### config.mk
export PLATFORM = sky130hd
export DESIGN_NAME = gia_ctrl
export DESIGN_NICKNAME = d
export VERILOG_FILES = /design/src/sv/gia_pkg.sv /design/src/sv/gia_ctrl.sv
export SDC_FILE = /design/constraint.sdc
export NUM_CORES = 1
export LEC_CHECK = 0
export BUFFER_PORTS_ARGS = -buffer_cell sky130_fd_sc_hd__buf_4
export CAP_MARGIN = 20
export CORE_AREA = 2 2 39 41
export CTS_CLUSTER_SIZE = 28
export DETAILED_ROUTE_END_ITERATION = 10
export DIE_AREA = 0 0 41 43
export HOLD_SLACK_MARGIN = 0.06
export PLACE_DENSITY = 0.4
export SETUP_SLACK_MARGIN = 0.05
export SLEW_MARGIN = 25
export SYNTH_ARGS = -nofsm -noshare
export SYNTH_HDL_FRONTEND = slang
export SYNTH_SLANG_ARGS = --single-unit
### constraint.sdc
create_clock -name clock -period 1.05 [get_ports clock]
set_clock_uncertainty 0.05 [all_clocks]
set_input_delay 0.21 -clock clock [delete_from_list [all_inputs] [get_ports clock]]
set_output_delay 0.21 -clock clock [all_outputs]
set_load 0.005 [all_outputs]
### src/sv/gia_pkg.sv
// Shared types and codes for the generational identifier allocator.
package gia_pkg;

   localparam logic OP_ALLOC   = 1'b0;
   localparam logic OP_RELEASE = 1'b1;

   localparam logic [1:0] ST_OK        = 2'd0;
   localparam logic [1:0] ST_EXHAUSTED = 2'd1;
   localparam logic [1:0] ST_INVALID   = 2'd2;
   localparam logic [1:0] ST_REJECTED  = 2'd3;

   typedef struct packed {
      logic       op;
      logic       release_has_id;
      logic [7:0] release_id;
   } req_type;

   typedef struct packed {
      logic [7:0]  id;
      logic [15:0] generation;
      logic [1:0]  status;
   } rsp_type;

   typedef struct packed {
      logic capture;
      logic exec;
      logic gen_upd;
      logic load;
   } cmd_type;

   typedef struct packed {
      logic pop;
      logic rsp_free;
   } stat_type;

endpackage

### src/sv/gia_ctrl.sv
// Sequencing state machine of the generational identifier allocator.
module gia_ctrl (
   input  logic              clock,
   input  logic              reset,
   input  logic              req_valid,
   output logic              req_stall,
   input  gia_pkg::stat_type stat,
   output gia_pkg::cmd_type  cmd
);

   typedef enum logic [2:0] {
      S_IDLE,
      S_EXEC,
      S_POP_RD,
      S_GEN_UPD,
      S_DONE
   } state_type;

   state_type state_ff;
   state_type state_in;

   always_comb begin
      state_in    = state_ff;
      cmd         = '0;
      unique case (state_ff)
         S_IDLE: begin
            if (req_valid) begin
               cmd.capture = 1'b1;
               state_in    = S_EXEC;
            end
         end
         S_EXEC: begin
            cmd.exec = 1'b1;
            state_in = stat.pop ? S_POP_RD : S_DONE;
         end
         S_POP_RD: begin
            // The popped identifier is now registered; its generation is read here.
            state_in = S_GEN_UPD;
         end
         S_GEN_UPD: begin
            cmd.gen_upd = 1'b1;
            state_in    = S_DONE;
         end
         S_DONE: begin
            if (stat.rsp_free) begin
               cmd.load = 1'b1;
               state_in = S_IDLE;
            end
         end
         default: state_in = S_IDLE;
      endcase
   end

   assign req_stall = (state_ff != S_IDLE);

   always_ff @(posedge clock) begin
      if (reset) begin
         state_ff <= S_IDLE;
      end else begin
         state_ff <= state_in;
      end
   end

endmodule

Word level (Yosys, flattened, before mapping) --
Index checks and enable logic that the tools add are counted.
Cells by class: div/mod/pow operators 0, multipliers 0, reduce and logical (&&, ||, !) cells 3, add/sub/neg operators 0, muxes and demuxes 10, $lt $le $gt $ge 0, bitwise operators 0, eq/ne operators 6, shift operators 0
Operators by type and width (count):
- $pmux 3 s5 | 1
- $mux 3 | 3
- $eq 3x2->1 const B | 2
- $mux 1 | 6
- $ne 2x2->1 const B | 2
- $eq 3x1->1 const B | 1
- $eq 3x3->1 const B | 1
- $logic_not 3->1 | 1
- $reduce_bool 3->1 | 1
- $reduce_and 2->1 | 1
Word-level totals: word-level logic and storage cells 20, latch bits 0, bits in writable memories 0, memories 0, output and inout bits 5, register bits 3, bits in read-only memories 0

Depth between registers and ports, before layout --
Gate-level depths: netlist of run 1.
depth in word-level cells 3, mapped depth 3, gate-level depth less buffers 3

Least setup slack after synthesis of run 1 --
Ideal clock, no wire load.
path type reg2out, start register state_ff[0], end output cmd[3] (netlist name), arrival 0.845 ns, stages on the path, launching flop included 3, required time 0.790 ns, slack -0.055 ns, path through dfxtp_1 -> or3_4 -> nor2_2
RTL lines:
- start, declared | line gia_ctrl.sv:19 | state_type state_ff;
- start signal, assigned | line gia_ctrl.sv:60 | state_ff <= state_in;
- end, declared | line gia_ctrl.sv:8 | output gia_pkg::cmd_type cmd

==> metrics.txt, run 1 <==
number of port buffers=9; Post-synth top cells=dfxtp_1, inv_1; Post-synth EDFFs=0; Die Wd=between 40 and 50 um; CP Data Required Time=0.79 ns; clk buf depth=2; DIE AREA=0.001763 mm2; main flop type after synthesis=dfxtp_1; max reg flops=3; Total Wirelength=592 um; startpoint type of the worst setup path=register; Via density=slightly above 4; run status=finished with violations; dpl ws=-0.07683 ns; period utilisation layout=1.300; Fmax=between 0.7 and 0.8 GHz; detailed router's first-iteration violation count=0; Hold WC Path Type=input pin to register; Initial Utilization=0.1239; fin util=0.3255; CTS Sinks=3; Clock transition at path regs=0.04 ns; Arrival @ worst endpoint=1.10 ns; area leader, netlist=dfxtp_1; Mapped Area=between 150 and 200 um2; vias in the first global route=approximately 240; share of layout cells above drive strength 1=0.8810; H-tree level count=1; FF+latch area=between 60 and 70 um2; Setup CP Type=register to output port; total leakage power=0.1945 nW; post-synthesis simple-gate area fraction=0.4015; failing checks=setup timing; sw frac=0.2473; Top Family by Delay on Critical Path=simple AND/OR/NAND/NOR gates; setup TNS=-1.289 ns; Nets=48; Crit-path slowest cell=or3_4; unrepaired setup endpoints after global routing=yes; Core Area=0.001384 mm2; CTS tree=built; Placement Rows=14; worst-path maximum fanout=2; routed len/inst=10.21 um; relative slew slack=0.8409; worst vdd ir=0.2827 mV; fill cell count=149; Adder-Cell Fraction of Synth Area=0; Top Registers=state_ff x3; Tmin final=1.365 ns; 1st-pass router iterations=1; Post-Synth XOR/XNOR Area=0; CP cell instances=or3_4 -> nor2_2 -> buf_4; CTS Buf Count=3; GP Congestion=0.6086; area of the multi-input gates=148.9 um2; largest net degree at the start of global routing=7; GRT Util Overall=0.08024; Compound-Gate Fraction of Synth Area=0.09489; largest family of logic cells by synthesized area=simple AND/OR/NAND/NOR gates; combinational power share=0.321; Max Cap Viol=0; Post-Synthesis Cells=19; CP Capture Type=output port; Root Buffer Master=clkbuf_4; warnings from Yosys=0; worst skew pair latency=0.23 ns; first-pass GRT wire length=924 um; switching power=117.8 uW; synth top area cells=dfxtp_1, mux2_4, inv_1, or3_4, a2111oi_1; post-synthesis register bit count=3; drt drc=0; grt total ovfl=0; Avg Inst Size Synth=9.022 um2; Syn Nets=24; total power=476.3 uW; number of diodes=0; ys async rst share=0; Reg power frac=0.266; unique cell type count in the Yosys netlist=15; routed vias=around 240; actual slew at the worst max-slew pin=0.2387 ns; I/O pins=10; post-synthesis mux area share=0.08759; post-detailed-route count of antenna-violating nets=0; Final Max Tran Viols=0; initial antenna violation count=0; crit-path max cell delay=0.38 ns; Worst Path Buf+Inv=1; Hold Buf Count CTS=0; Hold Vio Cnt, Final=0; Pint=358.6 uW; setup ws final=-0.3147 ns; Largest Register=state_ff; Yosys top cell area share=0.3504; area grow syn2layout=162.8%; Seq/Total Area, Yosys=0.3504; Final HPWL DP=about 380 um; clock share of power=0.413; Vert. Die Dim=approximately 43 um; setup violators final=7; Pwr Density=around 1100 mW/mm2
==> cell usage in the layout, fill, tap and decap left out, types with 2 or more instances in the layout <==
master / instances
and3_4: 2
buf_4: 11
buf_6: 8
clkbuf_4: 3
dfxtp_2: 2
inv_4: 2
nor3_2: 2
==> through the flow <==
step                      instances  cell area, um2  hold WS [ns]
final                            58           450.4        0.1270
after global routing             58           450.4        0.1226
after CTS                        56           430.4        0.1117
after detailed placement         47           282.8        0.3502
after global placement           47           282.8        0.3442
after floorplan                  19           172.7        0.2297
==> power by group through the flow <==
stage | Clock [mW] | Sequential [mW] | Combinational [mW]
final | 0.197 | 0.127 | 0.153
after global routing | 0.216 | 0.127 | 0.165
after CTS | 0.208 | 0.128 | 0.150
after detailed placement | 0 | 0.129 | 0.0943
after global placement | 0 | 0.128 | 0.0929
after floorplan | 0 | 0.133 | 0.0382
==> final cells by class <==
cell class                      count  share of cell area
Timing Repair Buffer               19              0.3833
Sequential cell                     3              0.1472
Multi-Input combinational cell     13              0.3306
Inverter                            3             0.03611
Clock buffer                        4             0.05833
Tap cell                           16             0.04444
==> kinds of logic (layout without fill, tap and decap cells) <==
logic type,after synthesis,after routing
and+or+nand+nor,10,10
muxes,1,1
buffers and inverters,3,26
DFF,3,3
AOI/OAI and AO/OA,2,2
==> worst paths after layout <==
kind / to / from / cells past startpoint / slack [ns]
setup / recovery: cmd[3] / state_ff[0]$_SDFFE_PP0P_ / 3 / -0.31
hold / removal: state_ff[2]$_SDFFE_PP0P_ / reset / 2 / 0.13
setup reg to reg: state_ff[1]$_SDFFE_PP0P_ / state_ff[0]$_SDFFE_PP0P_ / 4 / -0.07
hold reg to reg: state_ff[0]$_SDFFE_PP0P_ / state_ff[2]$_SDFFE_PP0P_ / 3 / 0.58
==> what timing repair did <==
action                                  in CTS  in global routing
setup buffers                                5                  3
pin swaps                                    4                  4
endpoints found under the setup margin       8                  8
resized for setup                           21                  3
==> metal layers <==
layer | share of wire | GRT usage | vias to the layer above
met4 | 0 | 0.08000 | 0
met1 | 0.31 | 0.07051 | 117
li1 | - | - | 116
met2 | 0.66 | 0.1438 | 4
met3 | 0.034 | 0 | 0
met5 | 0 | 0 | -
Power figures use the tool's default switching activity.
==> run 2: changes to the inputs <==
--- a/config.mk
+++ b/config.mk
@@ -5,6 +5,7 @@
 export SDC_FILE = /design/constraint.sdc
 export NUM_CORES = 1
 export LEC_CHECK = 0
+export ABC_AREA = 1
 export BUFFER_PORTS_ARGS = -buffer_cell sky130_fd_sc_hd__buf_4
 export CAP_MARGIN = 20
 export CORE_AREA = 2 2 39 41
@@ -12,7 +13,7 @@
 export DETAILED_ROUTE_END_ITERATION = 10
 export DIE_AREA = 0 0 41 43
 export HOLD_SLACK_MARGIN = 0.06
-export PLACE_DENSITY = 0.4
+export PLACE_DENSITY = 0.39
 export SETUP_SLACK_MARGIN = 0.05
 export SLEW_MARGIN = 25
 export SYNTH_ARGS = -nofsm -noshare
==> metrics.txt, run 2 <==
unrepaired setup endpoints after global routing=yes; startpoint type of the worst setup path=register; CP Data Required Time=0.79 ns; GRT Util Overall=0.06432; Total Wirelength=449 um; Initial Utilization=0.1212; I/O pins=10; most frequent cell after synthesis=nor2_1; setup violators final=5; CTS Buf Count=3; post-detailed-route count of antenna-violating nets=0; synth top area cells=dfxtp_1, nor2_1, nand2_1, inv_1, nand3_1; detailed router's first-iteration violation count=1; actual slew at the worst max-slew pin=0.1312 ns; clk buf depth=2; GP Congestion=0.6045; Syn Nets=34; most frequent cells in the layout=buf_4, nor2_1, nand2_1; Post-Synthesis Cells=29; Mapped Area=167.7 um2; run status=finished with violations; vias in the first global route=182; total power=560.8 uW; H-tree level count=1; largest net degree at the start of global routing=7; Post-synth EDFFs=0; period utilisation layout=1.179; area grow syn2layout=106.0%; Seq/Total Area, Yosys=0.3582; 1st-pass router iterations=2; final instance area=approximately 350 um2; fill cell count=171; Pwr Density=1624 mW/mm2; Core Area=0.001384 mm2; Vert. Die Dim=43 um; R2R depth=5; worst vdd ir=0.3471 mV; Arrival @ worst endpoint=0.98 ns; Worst Hold Launch=reset; Hold Buf Count CTS=0; worst r2r src=state_ff[0]$_SDFFE_PP0P_; Final HPWL DP=slightly below 300 um; main flop type after synthesis=dfxtp_1; fin util=0.2495; Yosys top cell area share=0.3582; hold path depth=2; number of diodes=0; Placement Rows=14; Max Cap Viol=0; unique cell type count in the Yosys netlist=9; DIE AREA=0.001763 mm2; switching power=168.5 uW; Die Wd=around 41 um; sw frac=0.3004; failing checks=setup timing; clock share of power=0.365; fin cells=63; Tmin final=1.238 ns; Hold Vio Cnt, Final=0; combinational power share=0.361; Pint=approximately 390 uW; initial antenna violation count=0; post-synthesis register bit count=3; Fin Hold WS=0.09243 ns; Avg Inst Size Synth=5.781 um2; ys async rst share=0; first-pass GRT wire length=662 um; Final Max Tran Viols=0; worst-path maximum fanout=4; placed insts=55; reg2reg setup slack=0.04 ns; Worst R2R End=state_ff[2]$_SDFFE_PP0P_; drt drc=0; Top Registers=state_ff x3; CTS tree=built; warnings from Yosys=0; number of port buffers=9; Post-synth top cells=nor2_1, nand2_1, inv_1; worst skew pair latency=0.23 ns; share of layout cells above drive strength 1=0.5957; setup TNS=-0.8310 ns; Setup CP Type=register to output port; max reg flops=3; setup ws final=-0.1878 ns; relative slew slack=0.9125; Clock transition at path regs=0.04 ns; area leader, netlist=dfxtp_1; Root Buffer Master=clkbuf_4; Via density=approximately 3.5; Fmax=~0.81 GHz; commonest non-fill, non-tap cell in the layout=buf_4; routed len/inst=7.127 um; Area after DPL=between 200 and 300 um2; Largest Register=state_ff; dpl ws=-0.01457 ns; Hold Path End=state_ff[2]$_SDFFE_PP0P_; CP Capture Type=output port; CTS Sinks=3; Reg power frac=0.274; grt total ovfl=0; Hold WC Path Type=input pin to register; total leakage power=0.1709 nW; routed vias=220; Nets=between 50 and 60
[run 2: cell types whose count changed in the layout (fill, tap and decap cells not counted), moves of 3 or more]
cell | previous run | this run
buf_4 | 11 | 14
buf_6 | 8 | 0
nand2_1 | 0 | 6
nor2_1 | 1 | 6
[run 2: cells by family after synthesis]
family / after synthesis / share of synthesized area
compound gates: 1 / 0.05225
buf+inv: 6 / 0.1343
simple gates: 19 / 0.4553
flops: 3 / 0.3582
[run 2: critical path, cell delays in order, from the launching register on]
cell and delay [ns]:
dfxtp_4 0.35, nor2_4 0.14, nand2_1 0.06, nor2_1 0.08, buf_4 0.11
[run 2: layout make-up]
| class | count | area (um2) | share of cell area |
|---|---|---|---|
| clock buffer | 4 | 26.28 | 0.07609 |
| inverter | 6 | 22.52 | 0.06522 |
| multi-input combinational | 20 | 105.1 | 0.3043 |
| sequential | 3 | 66.31 | 0.1920 |
| tap | 16 | 20.02 | 0.05797 |
| timing repair buffer | 14 | 105.1 | 0.3043 |
[run 2: worst max path at each step]
stage | startpoint | end | slack (ns)
after detailed placement | state_ff[0]$_SDFFE_PP0P_ | cmd[3] | -0.01
after global placement | state_ff[0]$_SDFFE_PP0P_ | cmd[3] | -0.03
after floorplan | state_ff[0]$_SDFFE_PP0P_ | cmd[3] | 0.08
after global routing | state_ff[0]$_SDFFE_PP0P_ | cmd[3] | -0.25
final | state_ff[0]$_SDFFE_PP0P_ | cmd[0] | -0.19
after CTS | state_ff[1]$_SDFFE_PP0P_ | cmd[3] | -0.19
[run 2: repair_timing]
item                       4_1_cts  5_1_grt
setup endpoints to repair        5        7
resized for setup                7        4
pin swaps                        3        3
setup buffers                    3        1
[run 2: layer usage]
metal	routed length, um	up-vias	track usage	share of wire
met3	40	2	0.04712	0.089
met5	0	-	0	0
li1	-	120	-	-
met4	16	0	0.06000	0.036
met1	170	91	0.05161	0.38
met2	222	7	0.09375	0.49
[run 2: power by group through the flow]
stage / registers (mW) / clock network (mW) / logic (mW)
floorplan: 0.145 / 0 / 0.0712
global placement: 0.149 / 0 / 0.145
detailed placement: 0.148 / 0 / 0.143
CTS: 0.152 / 0.217 / 0.184
global route: 0.156 / 0.229 / 0.221
finish: 0.154 / 0.205 / 0.202
==> run 3: changes to the inputs <==
--- a/config.mk
+++ b/config.mk
@@ -9,6 +9,7 @@
 export BUFFER_PORTS_ARGS = -buffer_cell sky130_fd_sc_hd__buf_4
 export CAP_MARGIN = 20
 export CORE_AREA = 2 2 39 41
+export CTS_BUF_LIST = sky130_fd_sc_hd__clkbuf_4 sky130_fd_sc_hd__clkbuf_8
 export CTS_CLUSTER_SIZE = 28
 export DETAILED_ROUTE_END_ITERATION = 10
 export DIE_AREA = 0 0 41 43
==> metrics.txt, run 3 (synthesis results as in run 2) <==
run status=finished with violations; failing checks=setup timing; share of layout cells above drive strength 1=0.6170; CTS Sinks=3; setup ws final=-0.1882 ns; DIE AREA=0.001763 mm2; number of diodes=0; worst-path maximum fanout=4; grt total ovfl=0; Largest Register=state_ff; met3 WL=40 um; Setup CP Type=register to output port; Clock transition at path regs=0.04 ns; Initial Utilization=0.1212; Pwr Density=roughly 1700 mW/mm2; first-pass GRT wire length=676 um; Arrival @ worst endpoint=~0.98 ns; commonest non-fill, non-tap cell in the layout=buf_4; Total Wirelength=451 um; Top Metal Used=met4; CTS Buf Count=3; 1st-pass router iterations=2; Via density=around 3.5; GRT Util Overall=0.06734; GP Congestion=about 0.6; Hold WC Path Type=input pin to register; total power=588.0 uW; Hold Buf Count CTS=0; vias in the first global route=183; Core Area=0.001384 mm2; Fmax=slightly above 0.8 GHz; detailed router's first-iteration violation count=1; largest net degree at the start of global routing=7; clk buf depth=2; setup violators final=5; max reg flops=3; routed vias=around 220; M1 WL=171 um; setup TNS=-0.8329 ns; number of port buffers=9; Max Cap Viol=0; worst skew pair latency=0.23 ns; Nets=53; H-tree level count=1; CP Data Required Time=about 0.8 ns; most frequent cells in the layout=buf_4, nor2_1, nand2_1; CTS tree=built; Root Buffer Master=clkbuf_4; drt drc=0; startpoint type of the worst setup path=register; routed len/inst=~7.2 um; Die Wd=41 um; relative slew slack=0.9125; initial antenna violation count=0; fill cell count=170; met2 wire len=223 um; post-detailed-route count of antenna-violating nets=0; dpl ws=-0.01457 ns; Vert. Die Dim=43 um; unrepaired setup endpoints after global routing=yes; FF+latch area=66.31 um2; area of the multi-input gates=105.1 um2; reg2reg setup slack=0.04 ns; I/O pins=10; area grow syn2layout=108.2%; period utilisation layout=1.179; CP Capture Type=output port; worst vdd ir=0.3480 mV; total leakage power=0.1743 nW; Top Registers=state_ff x3; Tmin final=1.238 ns; Final HPWL DP=296 um; actual slew at the worst max-slew pin=0.1313 ns; Final Max Tran Viols=0; Hold Vio Cnt, Final=0; Placement Rows=14
## run 3: where the power goes
| group | total [mW] | leakage [nW] | switching (mW) | internal [mW] |
|---|---|---|---|---|
| Sequential | 0.154 | 0.0261 | 0.0206 | 0.133 |
| Combinational | 0.202 | 0.130 | 0.0858 | 0.117 |
| Clock | 0.232 | 0.0184 | 0.0634 | 0.168 |
| Total | 0.588 | 0.174 | 0.170 | 0.418 |
## run 3: final timing paths
kind / startpoint / end / cells past startpoint
max reg2reg: state_ff[0]$_SDFFE_PP0P_ / state_ff[2]$_SDFFE_PP0P_ / 5
min: reset / state_ff[2]$_SDFFE_PP0P_ / 2
max: state_ff[0]$_SDFFE_PP0P_ / cmd[0] / 4
min reg2reg: state_ff[2]$_SDFFE_PP0P_ / state_ff[2]$_SDFFE_PP0P_ / 2
## run 3: per-stage QoR
stage | instance area [um2] | util | hold slack (ns) | instances
after detailed placement | 262.8 | 0.1899 | 0.3422 | 55
after floorplan | 167.7 | - | 0.2224 | 29
after global routing | 349.1 | 0.2523 | 0.08632 | 63
after CTS | 331.6 | 0.2396 | 0.08242 | 62
final | 349.1 | 0.2523 | 0.09211 | 63
after global placement | 262.8 | 0.1899 | 0.3486 | 55
## run 3: worst max-delay path, cell delays in order, from the launching register on
cell and delay [ns]:
dfxtp_4 0.35, nor2_4 0.14, nand2_1 0.06, nor2_1 0.08, buf_4 0.11
## run 3: cell type report
class / count / share of cell area
Clock buffer: 4 / 0.08602
Inverter: 6 / 0.06452
Multi-Input combinational cell: 20 / 0.3011
Sequential cell: 3 / 0.1900
Tap cell: 16 / 0.05735
Timing Repair Buffer: 14 / 0.3011
## run 3: routing by layer
layer | vias to the layer above | global-route usage
li1 | 121 | -
met1 | 92 | 0.05161
met2 | 7 | 0.09375
met3 | 2 | 0.04712
met4 | 0 | 0.08000
met5 | - | 0
## run 3: repair_timing
action	4_1_cts	5_1_grt
cloned	0	0
setup buffers	3	1
endpoints found under the setup margin	5	7
pin swaps	3	3
gates resized for setup	7	4
